--- config.mk ---
export PLATFORM = sky130hd
export DESIGN_NAME = velocity_servo_session_gate_flat
export DESIGN_NICKNAME = d
export VERILOG_FILES = /design/src/design/vssg_pkg.sv /design/src/design/vssg_in_if.sv /design/src/design/vssg_out_if.sv /design/src/design/vssg_cfg_if.sv /design/src/design/velocity_servo_session_gate.sv /design/src/design/vssg_cfg_regs.sv /design/src/design/vssg_core.sv /design/src/flat_wrapper.sv
export SDC_FILE = /design/constraint.sdc
export NUM_CORES = 1
export LEC_CHECK = 0
export BUFFER_PORTS_ARGS = -buffer_cell sky130_fd_sc_hd__clkbuf_2
export CORE_MARGIN = 5
export CORE_UTILIZATION = 55
export DETAILED_ROUTE_END_ITERATION = 6
export PLACE_DENSITY = 0.84
export SKIP_CTS_REPAIR_TIMING = 1
export SLEW_MARGIN = 40
export SYNTH_ARGS = -nofsm -noshare
export SYNTH_HDL_FRONTEND = slang
export SYNTH_SLANG_ARGS = --single-unit
--- constraint.sdc ---
create_clock -name clk -period 7.4 [get_ports clk]
set_input_delay 0.74 -clock clk [delete_from_list [all_inputs] [get_ports clk]]
set_output_delay 0.74 -clock clk [all_outputs]
set_load 0.01 [all_outputs]
--- src/design/vssg_pkg.sv ---
// vssg_pkg: shared types, register indexes, reset values and clamp helper
// for the velocity servo session gate; no dependencies
package vssg_pkg;

  localparam int VelW   = 16;
  localparam int LimW   = 15;
  localparam int TimeW  = 32;
  localparam int IdW    = 16;
  localparam int MsW    = 16;
  localparam int CfgIdxW = 3;
  localparam int CfgDataW = 16;

  localparam logic [CfgIdxW-1:0] REG_MOTION_ID = 3'd0;
  localparam logic [CfgIdxW-1:0] REG_TIMEOUT   = 3'd1;
  localparam logic [CfgIdxW-1:0] REG_RETRY     = 3'd2;
  localparam logic [CfgIdxW-1:0] REG_LIMIT_X   = 3'd3;
  localparam logic [CfgIdxW-1:0] REG_LIMIT_Y   = 3'd4;
  localparam logic [CfgIdxW-1:0] REG_LIMIT_TURN = 3'd5;

  localparam logic [IdW-1:0]  RST_MOTION_ID  = 16'd303;
  localparam logic [MsW-1:0]  RST_TIMEOUT    = 16'd250;
  localparam logic [MsW-1:0]  RST_RETRY      = 16'd500;
  localparam logic [LimW-1:0] RST_LIMIT_X    = 15'd1229;
  localparam logic [LimW-1:0] RST_LIMIT_Y    = 15'd819;
  localparam logic [LimW-1:0] RST_LIMIT_TURN = 15'd3277;

  typedef enum logic [1:0] {
    OP_VEL    = 2'd0,
    OP_CTRL   = 2'd1,
    OP_STATUS = 2'd2,
    OP_TICK   = 2'd3
  } op_e_t;

  typedef enum logic [1:0] {
    KIND_START = 2'd0,
    KIND_DATA  = 2'd1,
    KIND_END   = 2'd2
  } kind_e_t;

  typedef struct packed {
    logic [IdW-1:0]  mode_id;
    logic [MsW-1:0]  timeout;
    logic [MsW-1:0]  retry;
    logic [LimW-1:0] lim_x;
    logic [LimW-1:0] lim_y;
    logic [LimW-1:0] lim_turn;
  } cfg_t;

  typedef struct packed {
    op_e_t                  op;
    logic [TimeW-1:0]       now_ms;
    logic signed [VelW-1:0] vel_x;
    logic signed [VelW-1:0] vel_y;
    logic signed [VelW-1:0] vel_turn;
    logic                   valid_flag;
    logic [IdW-1:0]         status_motion_id;
    logic                   switch_ok;
  } item_t;

  typedef struct packed {
    kind_e_t                cmd_kind;
    logic [IdW-1:0]         mode_id;
    logic signed [VelW-1:0] x;
    logic signed [VelW-1:0] y;
    logic signed [VelW-1:0] turn;
  } result_t;

  function automatic logic signed [VelW-1:0] clamp_sym(
    input logic signed [VelW-1:0] v,
    input logic [LimW-1:0]        lim
  );
    logic signed [VelW:0] v_w;
    logic signed [VelW:0] lim_w;
    logic signed [VelW:0] neg_w;
    logic signed [VelW-1:0] r;
    v_w   = {v[VelW-1], v};
    lim_w = signed'({2'b00, lim});
    neg_w = -lim_w;
    if (v_w > lim_w) begin
      r = lim_w[VelW-1:0];
    end else if (v_w < neg_w) begin
      r = neg_w[VelW-1:0];
    end else begin
      r = v;
    end
    return r;
  endfunction

endpackage

--- src/design/vssg_in_if.sv ---
// vssg_in_if: input item channel, valid/ready with item payload
// depends on nothing
interface vssg_in_if;
  logic        valid;
  logic        ready;
  logic [1:0]  op;
  logic [31:0] now_ms;
  logic signed [15:0] vel_x;
  logic signed [15:0] vel_y;
  logic signed [15:0] vel_turn;
  logic        valid_flag;
  logic [15:0] status_motion_id;
  logic        switch_ok;

  modport source (
    output valid, op, now_ms, vel_x, vel_y, vel_turn, valid_flag,
           status_motion_id, switch_ok,
    input  ready
  );
  modport sink (
    input  valid, op, now_ms, vel_x, vel_y, vel_turn, valid_flag,
           status_motion_id, switch_ok,
    output ready
  );
endinterface

--- src/design/vssg_out_if.sv ---
// vssg_out_if: result channel, valid/ready with command payload
// depends on nothing
interface vssg_out_if;
  logic        valid;
  logic        ready;
  logic [1:0]  cmd_kind;
  logic [15:0] out_motion_id;
  logic signed [15:0] out_x;
  logic signed [15:0] out_y;
  logic signed [15:0] out_turn;

  modport source (
    output valid, cmd_kind, out_motion_id, out_x, out_y, out_turn,
    input  ready
  );
  modport sink (
    input  valid, cmd_kind, out_motion_id, out_x, out_y, out_turn,
    output ready
  );
endinterface

--- src/design/vssg_cfg_if.sv ---
// vssg_cfg_if: configuration write channel, register index and data
// depends on nothing
interface vssg_cfg_if;
  logic        valid;
  logic        ready;
  logic [2:0]  index;
  logic [15:0] data;

  modport source (output valid, index, data, input ready);
  modport sink   (input valid, index, data, output ready);
endinterface

--- src/design/velocity_servo_session_gate.sv ---
// velocity_servo_session_gate: input register, session core, result register
// an accepted item is held in the input register, and any result from the core is
// held in the result register; one transaction per cycle while the output is not stalled
// synchronous active-low reset clears session flags, pipeline valids and
// restores configuration defaults
module velocity_servo_session_gate (
  input  logic        clk,
  input  logic        rst_n,
  vssg_in_if.sink     in_ch,
  vssg_out_if.source  out_ch,
  vssg_cfg_if.sink    cfg_ch
);

  logic              in_vld_r, in_vld_nxt;
  vssg_pkg::item_t   in_item_r, in_item_nxt;
  logic              out_vld_r, out_vld_nxt;
  vssg_pkg::result_t out_res_r, out_res_nxt;
  logic              core_fire;
  logic              res_vld;
  vssg_pkg::result_t res;
  vssg_pkg::cfg_t    cfg;

  assign core_fire    = in_vld_r && (!out_vld_r || out_ch.ready);
  assign in_ch.ready  = !in_vld_r || core_fire;
  assign cfg_ch.ready = 1'b1;

  vssg_cfg_regs u_cfg (
    .clk      (clk),
    .rst_n    (rst_n),
    .wr_en    (cfg_ch.valid),
    .wr_index (cfg_ch.index),
    .wr_data  (cfg_ch.data),
    .cfg      (cfg)
  );

  vssg_core u_core (
    .clk     (clk),
    .rst_n   (rst_n),
    .fire    (core_fire),
    .item    (in_item_r),
    .cfg     (cfg),
    .res_vld (res_vld),
    .res     (res)
  );

  always_comb begin
    in_vld_nxt  = in_vld_r;
    in_item_nxt = in_item_r;
    if (in_ch.valid && in_ch.ready) begin
      in_vld_nxt                   = 1'b1;
      in_item_nxt.op               = vssg_pkg::op_e_t'(in_ch.op);
      in_item_nxt.now_ms           = in_ch.now_ms;
      in_item_nxt.vel_x            = in_ch.vel_x;
      in_item_nxt.vel_y            = in_ch.vel_y;
      in_item_nxt.vel_turn         = in_ch.vel_turn;
      in_item_nxt.valid_flag       = in_ch.valid_flag;
      in_item_nxt.status_motion_id = in_ch.status_motion_id;
      in_item_nxt.switch_ok        = in_ch.switch_ok;
    end else if (core_fire) begin
      in_vld_nxt = 1'b0;
    end
  end

  always_comb begin
    out_vld_nxt = out_vld_r;
    out_res_nxt = out_res_r;
    if (core_fire) begin
      out_vld_nxt = res_vld;
      if (res_vld) begin
        out_res_nxt = res;
      end
    end else if (out_ch.ready) begin
      out_vld_nxt = 1'b0;
    end
  end

  always_ff @(posedge clk) begin
    if (!rst_n) begin
      in_vld_r  <= 1'b0;
      out_vld_r <= 1'b0;
    end else begin
      in_vld_r  <= in_vld_nxt;
      out_vld_r <= out_vld_nxt;
    end
  end

  always_ff @(posedge clk) begin
    in_item_r <= in_item_nxt;
    out_res_r <= out_res_nxt;
  end

  assign out_ch.valid         = out_vld_r;
  assign out_ch.cmd_kind      = out_res_r.cmd_kind;
  assign out_ch.out_motion_id = out_res_r.mode_id;
  assign out_ch.out_x         = out_res_r.x;
  assign out_ch.out_y         = out_res_r.y;
  assign out_ch.out_turn      = out_res_r.turn;

`ifndef SYNTHESIS
  a_end_zero: assert property (@(posedge clk) disable iff (!rst_n)
    out_vld_r && (out_res_r.cmd_kind == vssg_pkg::KIND_END) |->
      (out_res_r.x == '0) && (out_res_r.y == '0) && (out_res_r.turn == '0))
    else $error("end transaction carries nonzero velocity");

  a_x_in_limit: assert property (@(posedge clk) disable iff (!rst_n)
    out_vld_r |->
      ($signed({out_res_r.x[15], out_res_r.x}) <= $signed({2'b00, cfg.lim_x})) &&
      ($signed({out_res_r.x[15], out_res_r.x}) >= -$signed({2'b00, cfg.lim_x})))
    else $error("forward speed outside clamp");

  a_in_hold: assert property (@(posedge clk) disable iff (!rst_n)
    in_vld_r && !core_fire |=> in_vld_r && $stable(in_item_r))
    else $error("held input transaction lost or changed");
`endif

endmodule

--- src/design/vssg_cfg_regs.sv ---
// vssg_cfg_regs: configuration register file with reset values
// depends on vssg_pkg
module vssg_cfg_regs (
  input  logic                            clk,
  input  logic                            rst_n,
  input  logic                            wr_en,
  input  logic [vssg_pkg::CfgIdxW-1:0]    wr_index,
  input  logic [vssg_pkg::CfgDataW-1:0]   wr_data,
  output vssg_pkg::cfg_t                  cfg
);

  vssg_pkg::cfg_t cfg_r;
  vssg_pkg::cfg_t cfg_nxt;

  always_comb begin
    cfg_nxt = cfg_r;
    if (wr_en) begin
      unique case (wr_index)
        vssg_pkg::REG_MOTION_ID:  cfg_nxt.mode_id   = wr_data;
        vssg_pkg::REG_TIMEOUT:    cfg_nxt.timeout   = wr_data;
        vssg_pkg::REG_RETRY:      cfg_nxt.retry     = wr_data;
        vssg_pkg::REG_LIMIT_X:    cfg_nxt.lim_x     = wr_data[vssg_pkg::LimW-1:0];
        vssg_pkg::REG_LIMIT_Y:    cfg_nxt.lim_y     = wr_data[vssg_pkg::LimW-1:0];
        vssg_pkg::REG_LIMIT_TURN: cfg_nxt.lim_turn  = wr_data[vssg_pkg::LimW-1:0];
        default: cfg_nxt = cfg_r;
      endcase
    end
  end

  always_ff @(posedge clk) begin
    if (!rst_n) begin
      cfg_r.mode_id   <= vssg_pkg::RST_MOTION_ID;
      cfg_r.timeout   <= vssg_pkg::RST_TIMEOUT;
      cfg_r.retry     <= vssg_pkg::RST_RETRY;
      cfg_r.lim_x     <= vssg_pkg::RST_LIMIT_X;
      cfg_r.lim_y     <= vssg_pkg::RST_LIMIT_Y;
      cfg_r.lim_turn  <= vssg_pkg::RST_LIMIT_TURN;
    end else begin
      cfg_r <= cfg_nxt;
    end
  end

  assign cfg = cfg_r;

endmodule

--- src/design/vssg_core.sv ---
// vssg_core: session state, freshness check, clamps and result selection
// depends on vssg_pkg
module vssg_core (
  input  logic              clk,
  input  logic              rst_n,
  input  logic              fire,
  input  vssg_pkg::item_t   item,
  input  vssg_pkg::cfg_t    cfg,
  output logic              res_vld,
  output vssg_pkg::result_t res
);

  logic have_cmd_r, have_cmd_nxt;
  logic ctrl_valid_r, ctrl_valid_nxt;
  logic session_r, session_nxt;
  logic ready_r, ready_nxt;
  logic start_set_r, start_set_nxt;
  logic signed [vssg_pkg::VelW-1:0] vel_x_r, vel_x_nxt;
  logic signed [vssg_pkg::VelW-1:0] vel_y_r, vel_y_nxt;
  logic signed [vssg_pkg::VelW-1:0] vel_turn_r, vel_turn_nxt;
  logic [vssg_pkg::TimeW-1:0] cmd_time_r, cmd_time_nxt;
  logic [vssg_pkg::TimeW-1:0] start_time_r, start_time_nxt;

  logic [vssg_pkg::TimeW-1:0] cmd_age;
  logic [vssg_pkg::TimeW-1:0] start_age;
  logic fresh;
  logic retry_due;
  logic signed [vssg_pkg::VelW-1:0] sel_x, sel_y, sel_turn;

  assign cmd_age   = item.now_ms - cmd_time_r;
  assign start_age = item.now_ms - start_time_r;
  assign fresh     = have_cmd_r && (cmd_age <= {16'd0, cfg.timeout});
  assign retry_due = !start_set_r || (start_age >= {16'd0, cfg.retry});
  assign sel_x     = fresh ? vel_x_r    : '0;
  assign sel_y     = fresh ? vel_y_r    : '0;
  assign sel_turn  = fresh ? vel_turn_r : '0;

  always_comb begin
    have_cmd_nxt   = have_cmd_r;
    ctrl_valid_nxt = ctrl_valid_r;
    session_nxt    = session_r;
    ready_nxt      = ready_r;
    start_set_nxt  = start_set_r;
    vel_x_nxt      = vel_x_r;
    vel_y_nxt      = vel_y_r;
    vel_turn_nxt   = vel_turn_r;
    cmd_time_nxt   = cmd_time_r;
    start_time_nxt = start_time_r;
    res_vld        = 1'b0;
    res.cmd_kind   = vssg_pkg::KIND_DATA;
    res.mode_id    = cfg.mode_id;
    res.x          = vssg_pkg::clamp_sym(sel_x, cfg.lim_x);
    res.y          = vssg_pkg::clamp_sym(sel_y, cfg.lim_y);
    res.turn       = vssg_pkg::clamp_sym(sel_turn, cfg.lim_turn);
    if (fire) begin
      unique case (item.op)
        vssg_pkg::OP_VEL: begin
          vel_x_nxt    = item.vel_x;
          vel_y_nxt    = item.vel_y;
          vel_turn_nxt = item.vel_turn;
          cmd_time_nxt = item.now_ms;
          have_cmd_nxt = 1'b1;
        end
        vssg_pkg::OP_CTRL: begin
          ctrl_valid_nxt = item.valid_flag;
        end
        vssg_pkg::OP_STATUS: begin
          ready_nxt = (item.status_motion_id == cfg.mode_id) && item.switch_ok;
        end
        vssg_pkg::OP_TICK: begin
          if (!ctrl_valid_r && session_r) begin
            res_vld        = 1'b1;
            res.cmd_kind   = vssg_pkg::KIND_END;
            res.x          = '0;
            res.y          = '0;
            res.turn       = '0;
            session_nxt    = 1'b0;
            ready_nxt      = 1'b0;
            start_set_nxt  = 1'b0;
            start_time_nxt = '0;
          end else if (ctrl_valid_r) begin
            res_vld = 1'b1;
            if (!session_r || (!ready_r && retry_due)) begin
              res.cmd_kind   = vssg_pkg::KIND_START;
              start_time_nxt = item.now_ms;
              start_set_nxt  = 1'b1;
            end
            session_nxt = 1'b1;
          end
        end
        default: begin
          have_cmd_nxt = have_cmd_r;
        end
      endcase
    end
  end

  always_ff @(posedge clk) begin
    if (!rst_n) begin
      have_cmd_r   <= 1'b0;
      ctrl_valid_r <= 1'b0;
      session_r    <= 1'b0;
      ready_r      <= 1'b0;
      start_set_r  <= 1'b0;
    end else begin
      have_cmd_r   <= have_cmd_nxt;
      ctrl_valid_r <= ctrl_valid_nxt;
      session_r    <= session_nxt;
      ready_r      <= ready_nxt;
      start_set_r  <= start_set_nxt;
    end
  end

  // payload, only read once the matching flag is set
  always_ff @(posedge clk) begin
    vel_x_r      <= vel_x_nxt;
    vel_y_r      <= vel_y_nxt;
    vel_turn_r   <= vel_turn_nxt;
    cmd_time_r   <= cmd_time_nxt;
    start_time_r <= start_time_nxt;
  end

endmodule
--- src/flat_wrapper.sv ---
// flat-port wrapper written by rule: the top's interface ports become plain ports
module velocity_servo_session_gate_flat 
  (clk, rst_n, in_ch_valid, in_ch_op, in_ch_now_ms, in_ch_vel_x, in_ch_vel_y, in_ch_vel_turn, in_ch_valid_flag, in_ch_status_motion_id, in_ch_switch_ok, in_ch_ready, out_ch_valid, out_ch_cmd_kind, out_ch_out_motion_id, out_ch_out_x, out_ch_out_y, out_ch_out_turn, out_ch_ready, cfg_ch_valid, cfg_ch_index, cfg_ch_data, cfg_ch_ready);
  vssg_in_if in_ch_i ();
  vssg_out_if out_ch_i ();
  vssg_cfg_if cfg_ch_i ();
  input  logic clk;
  input  logic rst_n;
  input wire logic [$bits(in_ch_i.valid)-1:0] in_ch_valid;
  input wire logic [$bits(in_ch_i.op)-1:0] in_ch_op;
  input wire logic [$bits(in_ch_i.now_ms)-1:0] in_ch_now_ms;
  input wire logic [$bits(in_ch_i.vel_x)-1:0] in_ch_vel_x;
  input wire logic [$bits(in_ch_i.vel_y)-1:0] in_ch_vel_y;
  input wire logic [$bits(in_ch_i.vel_turn)-1:0] in_ch_vel_turn;
  input wire logic [$bits(in_ch_i.valid_flag)-1:0] in_ch_valid_flag;
  input wire logic [$bits(in_ch_i.status_motion_id)-1:0] in_ch_status_motion_id;
  input wire logic [$bits(in_ch_i.switch_ok)-1:0] in_ch_switch_ok;
  output wire logic [$bits(in_ch_i.ready)-1:0] in_ch_ready;
  output wire logic [$bits(out_ch_i.valid)-1:0] out_ch_valid;
  output wire logic [$bits(out_ch_i.cmd_kind)-1:0] out_ch_cmd_kind;
  output wire logic [$bits(out_ch_i.out_motion_id)-1:0] out_ch_out_motion_id;
  output wire logic [$bits(out_ch_i.out_x)-1:0] out_ch_out_x;
  output wire logic [$bits(out_ch_i.out_y)-1:0] out_ch_out_y;
  output wire logic [$bits(out_ch_i.out_turn)-1:0] out_ch_out_turn;
  input wire logic [$bits(out_ch_i.ready)-1:0] out_ch_ready;
  input wire logic [$bits(cfg_ch_i.valid)-1:0] cfg_ch_valid;
  input wire logic [$bits(cfg_ch_i.index)-1:0] cfg_ch_index;
  input wire logic [$bits(cfg_ch_i.data)-1:0] cfg_ch_data;
  output wire logic [$bits(cfg_ch_i.ready)-1:0] cfg_ch_ready;
  assign in_ch_i.valid = in_ch_valid;
  assign in_ch_i.op = in_ch_op;
  assign in_ch_i.now_ms = in_ch_now_ms;
  assign in_ch_i.vel_x = in_ch_vel_x;
  assign in_ch_i.vel_y = in_ch_vel_y;
  assign in_ch_i.vel_turn = in_ch_vel_turn;
  assign in_ch_i.valid_flag = in_ch_valid_flag;
  assign in_ch_i.status_motion_id = in_ch_status_motion_id;
  assign in_ch_i.switch_ok = in_ch_switch_ok;
  assign in_ch_ready = in_ch_i.ready;
  assign out_ch_valid = out_ch_i.valid;
  assign out_ch_cmd_kind = out_ch_i.cmd_kind;
  assign out_ch_out_motion_id = out_ch_i.out_motion_id;
  assign out_ch_out_x = out_ch_i.out_x;
  assign out_ch_out_y = out_ch_i.out_y;
  assign out_ch_out_turn = out_ch_i.out_turn;
  assign out_ch_i.ready = out_ch_ready;
  assign cfg_ch_i.valid = cfg_ch_valid;
  assign cfg_ch_i.index = cfg_ch_index;
  assign cfg_ch_i.data = cfg_ch_data;
  assign cfg_ch_ready = cfg_ch_i.ready;
  velocity_servo_session_gate u_core (.clk(clk), .rst_n(rst_n), .in_ch(in_ch_i), .out_ch(out_ch_i), .cfg_ch(cfg_ch_i));
endmodule
Yosys cells after proc, flatten, opt, wreduce, memory -nomap -nowiden --
Index checks and enable logic that the tools add are counted.
Operators by class: eq/ne operators 10, reductions and logical operators 35, $lt $le $gt $ge 8, muxes and demuxes 31, $add $sub $neg 5
Operators with widths (count):
- 16-bit two-way mux | 9
- 48-bit two-way mux | 2
- 32-bit two-way mux | 2
- 32-bit subtractor | 2
- 16-bit by 17-bit < comparator with 1-bit output | 3
- 15-bit negation with 17-bit output | 3
- 16-bit greater-than comparator | 3
- 32-bit by 16-bit >= comparator with 1-bit output | 1
- 32-bit by 16-bit <= comparator with 1-bit output | 1
- 2-bit AND reduction | 9
- 16-bit == test | 1
- 1-bit two-way mux | 16
- 2-bit nonzero test | 5
- 3-bit by 2-bit == test with 1-bit output, second input constant | 2
- 3-bit == test, second input constant | 2
- 1-bit logical AND | 6
- 1-bit logical NOT | 6
- 3-bit AND reduction | 2
- 2-bit == test, second input constant | 2
- 1-bit logical OR | 4
- 4-bit AND reduction | 1
- 3-bit by 1-bit == test with 1-bit output, second input constant | 1
- 3-bit logical NOT | 1
- 2-bit by 1-bit == test with 1-bit output, second input constant | 1
- 4 further kinds | 4
Storage, ports and cells: input port bits 124, register bits after elaboration 378, output and inout bits 69, word-level logic and storage cells 120

Longest topological paths before layout --
Gate-level depths: netlist (run 1).
word-level depth 9, gate-level depth with buffers 38, depth with buffers taken out 33

Hierarchy --
Synthesis (run 1) repeated with hierarchy kept, for this count alone.
Unflattened totals: cells, all modules 2213, area total of the unflattened synthesis 22374.0 um^2
Modules (own cells, without submodules):
- vssg_core | area each 13654.3 um^2, cells an instance 1688, sequential area each 3463.3 um^2, times used 1
- velocity_servo_session_gate | area each 5108.6 um^2, cells an instance 181, sequential area each 5024.8 um^2, times used 1
- vssg_cfg_regs | area each 3611.0 um^2, cells an instance 344, sequential area each 1861.8 um^2, times used 1

Least setup slack after synthesis (run 1) --
Ideal clock, no wire load.
path kind register to register, start point reg u_core.in_item_r[66] (netlist bit), end point reg u_core.out_res_r (netlist bit u_core.out_ch.out_y[14]), data pin, stages on the path, launching flop included 38, setup time 0.263 ns, period minus slack after synthesis 7.212 ns, required time 7.137 ns, path buffers 5, arrival time 6.949 ns, path slack 0.188 ns, path through edfxtp_1 > inv_1 > ha_1 > fa_1 > nand2b_1 > a21o_1 > a211oi_1 > nor3_1 > xnor2_1 > ha_1 > and3_1 > o21ai_0 > o2111ai_1 > o31a_1 > nor4_1 > o311ai_1 > or4b_1 > buf_2 > [... 2 more ...] > clkbuf_1 > and2_1 > ha_1 > a21o_1 > a21o_1 > a21o_1 > o21ai_0 > nor2_1 > nor2_1 > o21ai_0 > a41o_1 > nand2b_1 > a311o_1 > o21ai_1 > buf_4 > buf_6 > mux2i_1 > o211ai_2
RTL lines:
- start: declaration | RTL line velocity_servo_session_gate.sv:15 | vssg_pkg::item_t in_item_r, in_item_nxt;
- start signal: assignment | RTL line velocity_servo_session_gate.sv:88 | in_item_r <= in_item_nxt;
- end signal: assignment | RTL line velocity_servo_session_gate.sv:89 | out_res_r <= out_res_nxt;
- end: declaration | RTL line velocity_servo_session_gate.sv:17 | vssg_pkg::result_t out_res_r, out_res_nxt;

==> flow_metrics.tcl, run 1 <==
set metrics [dict create \
    outcome "finished clean" \
    critPathLaunch "u_core.u_core.cmd_time_r[0]" \
    power_per_cell_area_nw_per_um2 197 \
    launch_point_of_the_worst_reg_to_reg_path "u_core.u_core.cmd_time_r[0]" \
    cts_tree "done" \
    synth_top_area_share_pct 37.9 \
    globalplace.congestion 0.983 \
    p_clk_share_pct 42.4 \
    synthMostInstantiatedCell "nand2_1" \
    netlist_top_cells_area "edfxtp_1, ha_1, dfxtp_1, nand2_1, a21oi_1" \
    cts_inserted_buffers 41 \
    timing.final.crit_period_ns 7.20 \
    depth_of_the_cts_h_tree 2 \
    worst_ep_required_time_ns 7.82 \
    syn_nets 2513 \
    yosys_warnings 0 \
    chipHeight_um 210 \
    clock_latency_ns 0.58 \
    clock-root-buffer "clkbuf_16" \
    tns_ns 0 \
    initial_utilization_pct 55.5 \
    route.detailed.wl_per_inst_um 20.6 \
    ys_seq_elements 378 \
    grt_total_ovfl 0 \
    initialDrtViolationCount 1547 \
    part_of_the_power_in_registers_pct 46.9 \
    grt_pass1_vias 17947 \
    timing.max_cap.violations 0 \
    place.port_buffers 191 \
    finalCritPeriodShare_pct 97.4 \
    antenna_left 0 \
    detailedRoute.firstPassIterationCount 7 \
    netSwitchingPower_uw 1250 \
    p_leak_uw 0.0107 \
    number_of_placement_rows 73 \
    nets 2745 \
    rr_worst_depth 33 \
    syn_area_per_cell_um2 9.97 \
    power.ir.vdd_worst_uv 213 \
    area_delta_synth_final_pct 17.4 \
    max-slew-margin-rel_pct 33.8 \
    post_synth_inst_count 2212 \
    synth-async-reset-ratio_pct 0 \
    clock_path_buffers 3 \
    power.internal_uw 3850 \
    track_usage_pct 26.7 \
    detailroute.wirelength.met2_mm 30.1 \
    topRoutingLayerUsed "met4" \
    crit_path_max_incr_delay_ns 0.53 \
    grt_max_degree 82 \
    netSwitchingFraction_pct 24.5 \
    worst_setup_hold_path_clk_slew_ns 0.06 \
    timing_max_transition_violations_final 0 \
    finalHoldWorstSlack_ns 0.328 \
    grt_setup_unrepaired "true" \
    die_area_um2 44200 \
    setup-violations-final 0 \
    yosys.area.top_type "edfxtp_1" \
    met1Wirelength_mm 24.6 \
    initial_antenna_violation_count 3 \
    post_synth_instance_area_um2 22100 \
    grt_pass1_wl_mm 95.2 \
    seq_area_frac_synth_pct 46.9 \
    synth_flop_cell "edfxtp_1" \
    share_comb_of_total_power_pct 10.7 \
    crit_fanout 12 \
    numClockSinks 378 \
    fin_util_pct 65.1 \
    worst_hold_path_type "input port to flop" \
    drive_gt1_share_pct 19.0 \
    synth.lib_cells_used.distinct 84 \
    chipWidth_um 210 \
    setup.reg_to_reg.worst_slack_ns 0.20 \
    num_io_pins 193 \
    post-route-drc-count 0 \
    kind_of_end_point_of_the_critical_path "flop" \
    netlist_top_cells_count "nand2_1, edfxtp_1, inv_1, ha_1, a21oi_1" \
    critPathLaunchType "flop" \
    fin_total_pwr_uw 5100 \
    core_area_um2 39700 \
    avgViaCountPerCell 6.05 \
    crit_slowest_cell "or4b_4" \
    met3WireLength_mm 4.50 \
    regToRegEndpoint "u_core.out_ch.out_turn[0]" \
    dpl.hpwl_mm 45.0 \
    worst_setup_path_endpoint "u_core.out_ch.out_turn[0]" \
    report.final.hold_viol_count 0 \
    timing.fmax_ghz 0.139 \
    num_vias 18173 \
    critical_path_class "flop to flop" \
    number_of_enable_flip_flop_cells_after_synthesis 278 \
    finClkSkew_ns 0.0217 \
    wirelength_mm 61.8 \
    cp_data_arrival_time_ns 7.62 \
    max_slew.worst_pin.slew_ns 0.993 \
]
==> placed cells by master (no fill, tap or decap), types with 19 or more instances in the layout <==
cell,instances
o211ai_1,46
nand2_1,277
buf_4,61
and2_1,63
a21o_1,45
nor3_1,38
clkbuf_2,191
a21oi_1,140
nor2b_1,20
edfxtp_1,278
mux2i_1,20
nand4_1,57
dfxtp_1,100
nor2_1,97
o21a_1,22
o21ai_0,50
and3_1,19
xor2_1,28
xnor2_1,76
ha_1,163
clkbuf_16,44
nand3_1,54
inv_1,170
a21boi_0,37
==> worst min-delay path by stage <==
stage                               startpoint                          end  slack (ns)  cells past startpoint
final                          in_ch_vel_x[14]         u_core.in_item_r[64]        0.33                      1
after global routing           in_ch_vel_x[14]         u_core.in_item_r[64]        0.31                      1
after CTS                      in_ch_vel_x[14]         u_core.in_item_r[64]        0.30                      1
after detailed placement  u_core.in_item_r[58]     u_core.u_core.vel_x_r[8]        0.40                      0
after global placement    u_core.in_item_r[64]    u_core.u_core.vel_x_r[14]        0.40                      0
after floorplan           u_core.in_item_r[18]  u_core.u_core.vel_turn_r[0]        0.40                      0
==> per-stage QoR <==
step,cells,setup slack [ns],cell area (um^2)
after global placement,2894,0.128,23700
after detailed placement,2895,-0.120,23800
after global routing,3003,-0.0905,25900
after floorplan,2212,0.188,22100
after CTS,2969,-0.164,25200
final,3003,0.196,25900
==> critical path, delay by kind of cell, from the launching register on <==
family          cells  cell delay, ns
fa+ha+maj           4            1.09
xor+xnor            2            0.46
flops               1            0.42
compound gates     13            2.51
buf+inv             5            0.80
simple gates        9            1.75
==> metal layers <==
metal | global-route usage [%] | up-vias
li1 | - | 8493
met1 | 34.2 | 8707
met2 | 45.9 | 797
met3 | 4.29 | 176
met4 | 9.74 | 0
met5 | 0 | -
==> area by class of cell <==
cell class	instances	area, um^2
well taps	525	657
clock inverters	25	315
inverters	178	668
multi-input cells	1572	11100
clock buffers	49	1110
fillers	3107	13900
flip-flops and latches	378	10300
diodes	3	7.51
repair buffers	273	1680
==> flip-flops by register name (all words and copies together) (netlist names), 32 cells and up <==
name / count
u_core.u_core.cmd_time_r: 32
u_core.u_cfg.cfg: 93
u_core.u_core.start_time_r: 32
u_core.in_item_r: 100
==> kinds of logic (layout without fill, tap and decap cells) <==
kind of cell               Yosys count  count (layout)  synth area share [%]
AOI/OAI and AO/OA                  507             507                  15.6
xor gates and xnor gates           105             105                  4.17
adders and majority gates          182             182                  10.3
buffers and inverters              265             525                  4.78
DFF                                378             378                  46.9
muxes                               31              31                  1.44
other                                1               4                0.0170
and+or+nand+nor                    743             746                  16.7
==> power by group through the flow <==
| stage | clock, uW | combinational (uW) | sequential [uW] |
|---|---|---|---|
| detailed placement | 0 | 524 | 2430 |
| CTS | 2190 | 529 | 2390 |
| global placement | 0 | 506 | 2430 |
| global route | 2280 | 601 | 2400 |
| floorplan | 0 | 359 | 2420 |
| finish | 2160 | 544 | 2390 |
(Power assumes the default switching activity.)
==> inputs of run 2 (changes only) <==
--- a/config.mk
+++ b/config.mk
@@ -7,11 +7,13 @@
 export LEC_CHECK = 0
 export BUFFER_PORTS_ARGS = -buffer_cell sky130_fd_sc_hd__clkbuf_2
 export CORE_MARGIN = 5
-export CORE_UTILIZATION = 55
+export CORE_UTILIZATION = 43
 export DETAILED_ROUTE_END_ITERATION = 6
-export PLACE_DENSITY = 0.84
+export HOLD_SLACK_MARGIN = 0.15
+export PLACE_DENSITY = 0.7
 export SKIP_CTS_REPAIR_TIMING = 1
 export SLEW_MARGIN = 40
 export SYNTH_ARGS = -nofsm -noshare
 export SYNTH_HDL_FRONTEND = slang
+export SYNTH_HIERARCHICAL = 1
 export SYNTH_SLANG_ARGS = --single-unit
==> run 2 against run 1 <==
  * The flow now finishes with violations (design-rule violations)
  * Critical path depth is 5 higher
  * Utilization is 12 points lower
  * First-iteration DRC count is 19% lower
  * Synthesized cell count hardly changed
  * Sequential share of layout area decreased by 2.2 points
  * Via count fell by 0.82%
  * Cell count grew 8.5%
  * Combinational power increased by 1%
  * Sequential cell count stayed put
  * Cell area is 5.9% higher
==> flow_metrics.tcl, run 2 <==
set metrics [dict create \
    num_vias 18024 \
    area_delta_synth_final_pct 22.5 \
    initialDrtViolationCount 1255 \
    worst_hold_path_type "input port to flop" \
    synth_top_area_share_pct 37.3 \
    failed_checks "design-rule violations" \
    netSwitchingPower_uw 1300 \
    netlist_top_cells_area "edfxtp_1, ha_1, dfxtp_1, mux2i_1, a21oi_1" \
    number_of_placement_rows 83 \
    seq_area_frac_synth_pct 46.3 \
    chipWidth_um 238 \
    fin_total_pwr_uw 5210 \
    netlist_top_cells_count "edfxtp_1, nand2_1, ha_1, a21oi_1, inv_1" \
    chipHeight_um 238 \
    synth-async-reset-ratio_pct 0 \
    core_area_um2 51400 \
    numClockSinks 378 \
    share_comb_of_total_power_pct 10.6 \
    max_slew.worst_pin.slew_ns 0.834 \
    worst_setup_hold_path_clk_slew_ns 0.07 \
    place.port_buffers 191 \
    timing_max_transition_violations_final 0 \
    final_layout_fill_cell_count 4532 \
    layout.cells.most_common_list "edfxtp_1, clkbuf_2, nand2_1" \
    synthMostInstantiatedCell "edfxtp_1" \
    grt_setup_unrepaired "true" \
    depth_of_the_cts_h_tree 2 \
    top_register_by_number_of_flip_flops "u_core/in_item_r" \
    fin_util_pct 53.3 \
    layout_commonest_cell "edfxtp_1" \
    syn_area_per_cell_um2 10.1 \
    antenna_left 0 \
    post_synth_inst_count 2213 \
    kind_of_end_point_of_the_critical_path "flop" \
    initial_antenna_violation_count 4 \
    instances_no_fill 3257 \
    post_synth_instance_area_um2 22400 \
    p_clk_share_pct 43.5 \
    globalplace.congestion 0.951 \
    wirelength_mm 63.9 \
    max-slew-margin-rel_pct 44.1 \
    synth.lib_cells_used.distinct 92 \
    timing.max_cap.violations 0 \
    setup_slack_ns 0.0431 \
    part_of_the_power_in_registers_pct 45.9 \
    grt_total_ovfl 0 \
    drive_gt1_share_pct 23.0 \
    power_per_cell_area_nw_per_um2 190 \
    sequential_cell_area_um2 10300 \
    die_area_um2 56700 \
    flip_flop_count_of_the_largest_register_all_copies_and_words_added 100 \
    clock-root-buffer "clkbuf_16" \
    yosys_warnings 6 \
    dpl.hpwl_mm 47.2 \
    detailedPlace.worstSlack_ns -0.502 \
    grt_max_degree 82 \
    crit_fanout 6 \
    synth_flop_cell "edfxtp_1" \
    clock_path_buffers 3 \
    worst_ep_required_time_ns 7.76 \
    number_of_enable_flip_flop_cells_after_synthesis 278 \
    report.final.hold_viol_count 0 \
    clock_latency_ns 0.61 \
    num_io_pins 193 \
    syn_nets 2514 \
    avgViaCountPerCell 5.53 \
    critical_path_class "flop to flop" \
    nets 2841 \
    p_leak_uw 0.0117 \
    route.detailed.wl_per_inst_um 19.6 \
    detailedRoute.firstPassIterationCount 7 \
    ys_seq_elements 378 \
    critPathLaunchType "flop" \
    initial_utilization_pct 43.5 \
    post-route-drc-count 4 \
    tns_ns 0 \
    multiInputGateArea_um2 11600 \
    grt_pass1_wl_mm 95.9 \
    finClkSkew_ns 0.0470 \
    timing.final.crit_period_ns 7.36 \
    outcome "finished, violations left" \
    cts_inserted_buffers 45 \
    finalCritPeriodShare_pct 99.4 \
    yosys.area.top_type "edfxtp_1" \
    place.detailed.instances 3147 \
    power.internal_uw 3900 \
    track_usage_pct 21.2 \
    timing.fmax_ghz 0.136 \
    crit_slowest_cell "or4_4" \
    cp_data_arrival_time_ns 7.72 \
    crit_path_max_incr_delay_ns 0.54 \
    setup-violations-final 0 \
    grt_pass1_vias 17394 \
    cts_tree "done" \
    power.ir.vdd_worst_uv 177 \
    netSwitchingFraction_pct 25.0 \
]
[run 2: cell count changes in the layout (fill, tap and decap cells not counted), moves of 23 or more]
cell	change
mux2i_1	+82
or3_1	+23
buf_4	+91
a21boi_0	-32
nand2_1	-102
nor2b_1	+49
o21ai_1	+25
[run 2: worst max-delay path: cells and delay by family, from the launching register on]
| kind | cells | cell delay [ns] |
|---|---|---|
| fa+ha+maj | 4 | 1.06 |
| flops | 1 | 0.41 |
| compound gates | 16 | 2.34 |
| xor+xnor | 1 | 0.14 |
| simple gates | 13 | 2.62 |
| buf+inv | 4 | 0.55 |
[run 2: stage by stage]
step                area [um^2]  hold WS, ns
finish                    27400        0.306
global route              27400        0.281
CTS                       26500        0.275
detailed placement        25000        0.405
global placement          24900        0.403
floorplan                 22400        0.400
[run 2: layout make-up]
class	instances	area share (%)
Multi-Input combinational cell	1578	42.2
Sequential cell	378	37.8
Inverter	167	2.29
Timing Repair Buffer	370	9.14
Tap cell	680	3.10
Antenna cell	1	0.00913
Clock buffer	50	4.25
Clock inverter	33	1.28
[run 2: layer usage]
layer | vias up | part of all wire (%) | global-route usage, %
met5 | - | 0.034 | 0
met4 | 4 | 3.7 | 6.96
met3 | 142 | 6.7 | 3.98
li1 | 8663 | - | -
met1 | 8592 | 43 | 28.2
met2 | 623 | 47 | 35.1
[run 2: path summary, 6_finish.rpt]
| check | from | cells past startpoint | endpoint | slack [ns] |
|---|---|---|---|---|
| worst min register to register | u_core/in_item_r[27] | 0 | u_core/u_core/vel_turn_r[9] | 0.41 |
| worst max register to register | u_core/u_core/cmd_time_r[0] | 38 | u_core/out_ch.out_y[11] | 0.04 |
| worst min-delay path | in_ch_vel_y[11] | 1 | u_core/in_item_r[45] | 0.31 |
| worst max-delay path | u_core/u_core/cmd_time_r[0] | 38 | u_core/out_ch.out_y[11] | 0.04 |
[run 2: logic make-up after synthesis]
logic type | share of synthesized area (%)
AOI/OAI and AO/OA | 13.2
muxes | 4.73
adders and majority gates | 10.1
DFF | 46.3
and+or+nand+nor | 17.2
other | 0.0168
xor gates and xnor gates | 3.68
buffers and inverters | 4.93
[run 2: power groups by stage]
| stage | combinational (uW) | sequential (uW) | clock, uW |
|---|---|---|---|
| after floorplan | 351 | 2420 | 0 |
| after global placement | 513 | 2430 | 0 |
| after detailed placement | 529 | 2430 | 0 |
| after CTS | 533 | 2390 | 2320 |
| after global routing | 605 | 2400 | 2410 |
| final | 550 | 2390 | 2260 |
